==> src/rtl/frustum_grid_triangle_culler_assert.svh <==
// Assertion macros for the frustum grid triangle culler RTL
`ifndef FRUSTUM_GRID_TRIANGLE_CULLER_ASSERT_SVH
`define FRUSTUM_GRID_TRIANGLE_CULLER_ASSERT_SVH

// check in the same cycle
`define FGTC_ASSERT_NOW(label, ante, cons, msg) \
   label: assert property (@(posedge clock) disable iff (reset) (ante) |-> (cons)) \
      else $error(msg);

// check in the next cycle
`define FGTC_ASSERT_NEXT(label, ante, cons, msg) \
   label: assert property (@(posedge clock) disable iff (reset) (ante) |=> (cons)) \
      else $error(msg);

`endif

==> src/rtl/fgtc_ram.sv <==
// Generic single write port, single read port RAM with registered read
`timescale 1ns / 1ps
`default_nettype none

module fgtc_ram #(
   parameter int WIDTH = 1,
   parameter int DEPTH = 256,
   localparam int ADDR_W = $clog2(DEPTH)
) (
   input  logic              clock,
   input  logic              wr_en,
   input  logic [ADDR_W-1:0] wr_addr,
   input  logic [WIDTH-1:0]  wr_data,
   input  logic              rd_en,
   input  logic [ADDR_W-1:0] rd_addr,
   output logic [WIDTH-1:0]  rd_data
);

   logic [WIDTH-1:0] mem_ff [DEPTH];
   logic [WIDTH-1:0] rd_data_ff;

   always_ff @(posedge clock) begin
      if (wr_en) begin
         mem_ff[wr_addr] <= wr_data;
      end
      if (rd_en) begin
         rd_data_ff <= mem_ff[rd_addr];
      end
   end

   assign rd_data = rd_data_ff;

endmodule

`default_nettype wire

==> config.mk <==
export PLATFORM = sky130hd
export DESIGN_NAME = fgtc_ram
export DESIGN_NICKNAME = d
export VERILOG_FILES = /design/src/rtl/frustum_grid_triangle_culler_assert.svh /design/src/rtl/fgtc_ram.sv
export SDC_FILE = /design/constraint.sdc
export NUM_CORES = 1
export LEC_CHECK = 0
export BUFFER_PORTS_ARGS = -buffer_cell sky130_fd_sc_hd__buf_4
export CAP_MARGIN = 40
export CORE_MARGIN = 5
export CORE_UTILIZATION = 55
export DETAILED_ROUTE_END_ITERATION = 8
export PLACE_DENSITY_LB_ADDON = 0.05
export SKIP_CTS_REPAIR_TIMING = 1
export SKIP_LAST_GASP = 1
export SYNTH_ARGS = -nofsm -noshare
export SYNTH_HDL_FRONTEND = slang
export SYNTH_SLANG_ARGS = --single-unit
==> constraint.sdc <==
create_clock -name clock -period 2.1 [get_ports clock]
set_input_delay 0.21 -clock clock [delete_from_list [all_inputs] [get_ports clock]]
set_output_delay 0.21 -clock clock [all_outputs]
set_load 0.02 [all_outputs]
# After elaboration in Yosys (flattened, before gate mapping)
# Memories as Yosys holds them, arrays and structs flattened. A register that Yosys moved wholly into a read port is not among the register bits.
# Index checks and enable logic that the tools add are counted.
[word_totals] rom_bits=0 latchBits=0 mem_bits_rw=256 input_bits=20 n_memories=1 register_bits=0 out_inout_bits=1 elab_cells=3
[mem_list] name="mem_ff" depth=256 word_bits=1 read_ports=1 rd_clocked_by_memory_dff=1 wr=1 line="fgtc_ram.sv:19" text="logic [WIDTH-1:0] mem_ff [DEPTH];"
[op_classes] shift=0 n_mux=2 addsub=0 reduce_logical=0 n_lt_le_gt_ge=0 n_eq_ne=0 div=0 n_bitwise=0 n_mul=0
[op_table] op="two-way mux 1 bit" count=2

# Depth between registers and ports, before layout
# Gate-level depths: netlist (run 1).
[depth] ltp_word=2 ltp_mapped=10 ltp_nobuf=6

# Worst setup path after synthesis (run 1)
# Ideal clock, no wire load.
[synth_timing] kind="input -> register" start="input rd_addr[0]" end="register rd_data_ff (netlist: rd_data) (read register of mem_ff) (data pin)" path_stages=8 required_time_ps=1833 t_arrival_ps=1856 path_buffers=2 setup_slack_ps=-23 setup_time_ps=267 path_cell_list="buf_6 buf_6 mux4_2 mux4_2 mux2i_1 o22ai_1 a21oi_1 a22oi_1"
[synth_rtl] element="start, declared" line="fgtc_ram.sv:15" text="input logic [ADDR_W-1:0] rd_addr,"
[synth_rtl] element="end, declared" line="fgtc_ram.sv:20" text="logic [WIDTH-1:0] rd_data_ff;"

==> impl_metrics.env, run 1 <==
export IMPL_outcome="complete, but fails checks"
export IMPL_failed_checks="setup timing"
export IMPL_drt_iter0_markers=518
export IMPL_via_per_inst=5.937
export IMPL_multiInputGateArea_um2=3174
export IMPL_setup_tns_ns=-0.1149
export IMPL_syn_area_um2=11140
export IMPL_fmax_mhz=451.5
export IMPL_highest_layer="met4"
export IMPL_grt_util_all_layers=0.2246
export IMPL_syn2layout_area_growth_pct=14.48
export IMPL_drtAntennaViolNets=0
export IMPL_period_needed_ns=2.215
export IMPL_peakVddDrop_mv=0.6465
export IMPL_grt_max_degree=101
export IMPL_cts_tree="done"
export IMPL_path_cells="mux4_2 -> a22o_1 -> nor4_1 -> a31oi_1 -> a311oi_2 -> a22oi_2"
export IMPL_fin_crit_sh=1.055
export IMPL_dp_hpwl_um=16330
export IMPL_cts_buffer_depth=3
export IMPL_synth_top_area_share=0.6929
export IMPL_grt_overflow=0
export IMPL_vias=6744
export IMPL_yosysTopAreaCell="edfxtp_1"
export IMPL_drv_cap=0
export IMPL_antenna_found_initial=0
export IMPL_syn_num_nets=808
export IMPL_ys_top_cells_by_area="edfxtp_1, nor2_1, mux4_2"
export IMPL_cp_arrival_ns=2.46
export IMPL_drive_above_1_share=0.1963
export IMPL_cts_root_buf="clkbuf_16"
export IMPL_ys_warn_count=0
export IMPL_drt_met1_wl_um=10860
export IMPL_min_path_type="primary input to flip-flop"
export IMPL_ios=21
export IMPL_wl_met2_um=13030
export IMPL_syn_inst=788
export IMPL_synth_seq_area_share=0.6929
export IMPL_htreeDepth=1
export IMPL_path_class="flip-flop to flip-flop"
export IMPL_io_buffers=20
export IMPL_tightest_slew_ns=0.6747
export IMPL_fillerInstances=1530
export IMPL_synthTopCellsByCount="nor2_1, edfxtp_1, mux2i_1, mux4_2, clkbuf_1"
export IMPL_async_flop_share=0
export IMPL_final_net_count=870
export IMPL_yosys_cell_count_top_type="nor2_1"
export IMPL_cp_slowest_cell="mux4_2"
export IMPL_crit_path_end_kind="flip-flop"
export IMPL_p_leak_uw=0.004035
export IMPL_wl_per_cell_um=23.03
export IMPL_crit_required_ns=2.35
export IMPL_start_kind="flip-flop"
export IMPL_holdWs_ns=0.1481
export IMPL_rsz0062_at_grt="yes"
export IMPL_wl_met3_um=1799
export IMPL_totalWireLength_um=26160
export IMPL_syn_avg_cell_area_um2=14.13
export IMPL_numCtsBuffers=25
export IMPL_crit_family="compound AO/OA/AOI/OAI gates"
export IMPL_die_area_um2=23200
export IMPL_ys_ff_latch=257
export IMPL_coreArea_um2=20100
export IMPL_slew_headroom=0.5491
export IMPL_grt_pass1_vias=6734
export IMPL_ff_latch_area_um2=7717
export IMPL_path_buf_inv=0
export IMPL_numClockSinks=257
export IMPL_clkTransAtPathRegs_ns=0.06
export IMPL_place_congestion=0.8231
export IMPL_synth_main_ff_cell="edfxtp_1"
export IMPL_cp_slowest_stage_delay_ns=0.49
export IMPL_synth_edf_count=257
export IMPL_timing_hold_violations_final=0
export IMPL_clk_latency_ns=0.52
export IMPL_drtPass1Iterations=5
export IMPL_setup_violations=1
export IMPL_die_y_um=152.3
export IMPL_fp_row_count=52
export IMPL_cp_max_fo=1
export IMPL_finClkSkew_ns=0.008001
export IMPL_antennaDiodeCount=0
export IMPL_layout_setup_ws_ns=-0.1149
export IMPL_p_per_area_nw_per_um2=825.8
export IMPL_grt_pass1_wl_um=39830
export IMPL_yosysUniqueCellTypes=34
export IMPL_route_detailed_drc=0
export IMPL_maxSlewViolCount=0
export IMPL_start_util=0.5540
export IMPL_die_w_um=152.3
[worst register-to-register path, delay by kind of cell, from the launching register on]
family	cells	cell delay (ns)
compound gates	4	0.88
mux	1	0.49
flops	1	0.42
simple gates	1	0.16
[metal layers]
layer,up-vias,GRT usage
met5,-,0.01035
met4,0,0.04238
met3,36,0.04317
met2,229,0.3859
met1,3442,0.3045
li1,3037,-
[sequential cells by signal (all words and copies together) (netlist names)]
signal   flops
mem_ff     256
rd_data      1
[report_power, final]
part / internal [µW] / switching, µW / leakage [µW]
Clock: 2420 / 1810 / 0.000365
Sequential: 5650 / 3.49 / 0.00231
Combinational: 264 / 383 / 0.00136
Total: 8340 / 2190 / 0.00404
[cell families after synthesis]
| kind of cell | share of synthesized area |
|---|---|
| flip-flops | 0.6929 |
| AND/OR/NAND/NOR | 0.1193 |
| AO/OA/AOI/OAI | 0.03112 |
| multiplexers | 0.1318 |
| buffers and inverters | 0.02494 |
[layout make-up]
| type | count | area share |
|---|---|---|
| timing repair buffer | 91 | 0.05995 |
| sequential | 257 | 0.6052 |
| clock buffer | 31 | 0.05083 |
| inverter | 1 | 0.0002944 |
| multi-input combinational | 474 | 0.2489 |
| clock inverter | 12 | 0.008243 |
| tap | 270 | 0.02649 |
[final timing paths]
path                     from           to  slack (ns)  cells after the start
setup / recovery   mem_ff[75]      rd_data       -0.11                      6
hold / removal        wr_data  mem_ff[210]        0.15                      1
setup reg to reg   mem_ff[75]      rd_data       -0.11                      6
hold reg to reg   mem_ff[188]      rd_data        1.03                      6
[cells in the final DEF, fill, tap and decap left out, types with 2 or more instances in the layout]
cell         n
nor2_1     268
o22ai_1     22
o21ai_0      2
nor2b_1      9
nor4_1       4
clkbuf_1     6
clkinv_1     6
nand3b_1     3
nand3_1     12
a22o_1       6
nand2_1     23
clkinv_2     3
a31oi_1      3
bufinv_16    2
nor3_1       3
buf_4       83
mux2i_1     50
buf_12       6
a22oi_1      7
clkbuf_16   25
a2111oi_0    2
edfxtp_1   257
mux4_2      42
[stage by stage]
| step | area, µm² | cells | power (µW) | util | worst slack [ns] |
|---|---|---|---|---|---|
| after floorplan | 11140 | 788 | 6107 | - | 0.007568 |
| after global placement | 11960 | 1092 | 6386 | 0.5947 | -0.3650 |
| after detailed placement | 11960 | 1092 | 6400 | 0.5947 | -0.4260 |
| after CTS | 12710 | 1135 | 10590 | 0.6322 | -0.2031 |
| after global routing | 12750 | 1136 | 10880 | 0.6342 | -0.1830 |
| final | 12750 | 1136 | 10530 | 0.6342 | -0.1149 |
No activity file was read; power rests on OpenSTA's default activity.
==> inputs of run 2 (changes only) <==
- ABC_AREA: unset -> 1
==> run 2 against run 1 <==
Net effect: the flow now finishes without violations; non-clock buffer count shrank 17; routed wire length is 16% higher; sequential cell count stayed put; worst setup slack gained 0.64 ns; area after synthesis grew 5.3%; core utilization decreased by 1.3 points; sequential share of layout area is 1.4 points lower; combinational power grew 20%.
==> impl_metrics.env, run 2 <==
export IMPL_layout_common_cells="nand2_1, nor2_1, edfxtp_1, nand3_1, buf_4"
export IMPL_path_class="flip-flop to flip-flop"
export IMPL_yosysUniqueCellTypes=12
export IMPL_drive_above_1_share=0.08971
export IMPL_die_y_um=156.0
export IMPL_grt_overflow=0
export IMPL_fin_crit_sh=0.7489
export IMPL_vias=8667
export IMPL_grt_pass1_vias=8245
export IMPL_drv_cap=0
export IMPL_cp_slowest_stage_delay_ns=0.36
export IMPL_crit_required_ns=2.38
export IMPL_antennaDiodeCount=0
export IMPL_synth_xor_area_frac=0
export IMPL_drt_iter0_markers=888
export IMPL_crit_family="simple AND/OR/NAND/NOR gates"
export IMPL_largest_reg_flops=256
export IMPL_clkTransAtPathRegs_ns=0.06
export IMPL_finClkSkew_ns=0.01122
export IMPL_synth_top_area_share=0.6581
export IMPL_fillerInstances=1799
export IMPL_reg2reg_slack_ns=0.53
export IMPL_path_cells="nand2_1 -> nand3_1 -> nand3_1 -> nand3_1 -> nand3_1 -> nand2_1 -> nand2_1 -> nand3_1 -> nand3_1 -> nand2_1"
export IMPL_p_per_area_nw_per_um2=822.6
export IMPL_yosys_area_share_simple=0.2915
export IMPL_ys_warn_count=0
export IMPL_path_buf_inv=0
export IMPL_ys_top_cells_by_area="edfxtp_1, nand3_1, nand2_1"
export IMPL_ios=21
export IMPL_yosys_cell_count_top_type="nand2_1"
export IMPL_ff_latch_area_um2=7717
export IMPL_die_area_um2=24340
export IMPL_synth_compound_area_frac=0
export IMPL_syn2layout_area_growth_pct=11.35
export IMPL_synth_main_ff_cell="edfxtp_1"
export IMPL_yosysTopAreaCell="edfxtp_1"
export IMPL_cp_arrival_ns=1.86
export IMPL_numCtsBuffers=27
export IMPL_regMostFlops="mem_ff"
export IMPL_synth_seq_area_share=0.6581
export IMPL_syn_area_um2=11730
export IMPL_crit_top_cell="nand3_1"
export IMPL_cp_max_fo=1
export IMPL_grt_pass1_wl_um=48000
export IMPL_cts_root_buf="clkbuf_16"
export IMPL_maxSlewViolCount=0
export IMPL_crit_path_end_kind="flip-flop"
export IMPL_synth_mux_area_frac=0
export IMPL_synth_fa_ha_area_frac=0
export IMPL_synthTopCellsByCount="nand2_1, nor2_1, edfxtp_1, nand3_1, clkbuf_1"
export IMPL_outcome="finished, final reports clean"
export IMPL_p_leak_uw=0.004520
export IMPL_syn_avg_cell_area_um2=9.905
export IMPL_setup_tns_ns=0
export IMPL_drtPass1Iterations=5
export IMPL_grt_max_degree=67
export IMPL_io_buffers=20
export IMPL_htreeDepth=1
export IMPL_antenna_found_initial=0
export IMPL_final_net_count=1222
export IMPL_tightest_slew_ns=0.7218
export IMPL_clk_latency_ns=0.54
export IMPL_setup_violations=0
export IMPL_dpl_cell_area_um2=12280
export IMPL_synth_edf_count=257
export IMPL_fp_row_count=53
export IMPL_fmax_mhz=635.8
export IMPL_totalWireLength_um=30460
export IMPL_fin_area_um2=13060
export IMPL_die_w_um=156.0
export IMPL_drtAntennaViolNets=0
export IMPL_start_util=0.5579
export IMPL_via_per_inst=5.817
export IMPL_slew_headroom=0.5177
export IMPL_dp_hpwl_um=18110
export IMPL_cp_slowest_cell="edfxtp_1"
export IMPL_timing_hold_violations_final=0
export IMPL_place_congestion=0.8689
export IMPL_syn_inst=1184
export IMPL_syn_num_nets=1204
export IMPL_period_needed_ns=1.573
export IMPL_route_detailed_drc=0
export IMPL_start_kind="flip-flop"
export IMPL_peakVddDrop_mv=0.6496
export IMPL_ys_ff_latch=257
export IMPL_min_path_type="primary input to flip-flop"
export IMPL_coreArea_um2=21020
export IMPL_numClockSinks=257
export IMPL_async_flop_share=0
export IMPL_wl_per_cell_um=20.44
export IMPL_layout_cells_most_common="nand2_1"
export IMPL_rsz0062_at_grt="no"
export IMPL_synth_top_family_by_area="simple AND/OR/NAND/NOR gates"
export IMPL_multiInputGateArea_um2=3418
export IMPL_cts_tree="done"
export IMPL_grt_util_all_layers=0.2574
export IMPL_cts_buffer_depth=3
run 2: cell type report:
| class | count | area share |
|---|---|---|
| clock inverter | 9 | 0.005653 |
| multi-input combinational | 824 | 0.2618 |
| clock buffer | 33 | 0.05346 |
| sequential | 257 | 0.5910 |
| inverter | 18 | 0.005366 |
| timing repair buffer | 74 | 0.05643 |
| tap | 275 | 0.02635 |
run 2: kinds of logic after synthesis:
kind of cell | count (synthesis)
flip-flops | 257
buffers and inverters | 103
AND/OR/NAND/NOR | 824
run 2: final timing paths:
path,end,cells after the start,start
min,rd_data,3,rd_addr[7]
max,rd_data,10,mem_ff[211]
max reg2reg,rd_data,10,mem_ff[211]
min reg2reg,rd_data,10,mem_ff[40]
run 2: stage by stage:
step / setup WS [ns] / utilization / hold WS, ns / cells / total power, µW
after floorplan: 0.6511 / - / 0.3089 / 1184 / 6214
after global placement: 0.2058 / 0.5840 / 0.4519 / 1447 / 6536
after detailed placement: 0.1834 / 0.5840 / 0.4441 / 1447 / 6541
after CTS: 0.5432 / 0.6207 / -0.09440 / 1489 / 10790
after global routing: 0.4173 / 0.6212 / 0.04873 / 1490 / 11090
final: 0.5272 / 0.6212 / 0.04443 / 1490 / 10740
run 2: routing by layer:
layer	vias to the layer above	GRT usage	share of wire
li1	4037	-	-
met4	0	0.06920	0.030
met3	54	0.03135	0.073
met2	353	0.4174	0.48
met5	-	0	0
met1	4223	0.3730	0.42
run 2: where the power goes:
part	internal, µW	switching [µW]	total (µW)	leakage, µW
combinational	235	542	777	0.00183
sequential	5660	4.67	5660	0.00231
clock	2450	1850	4300	0.000377
run 2: worst reg2reg max path: stages (launching register included):
cell      delay (ns)
edfxtp_1        0.36
nand2_1         0.07
nand3_1         0.07
nand3_1         0.12
nand3_1         0.15
nand3_1         0.20
nand2_1         0.08
nand2_1         0.06
nand3_1         0.08
nand3_1         0.09
nand2_1         0.05
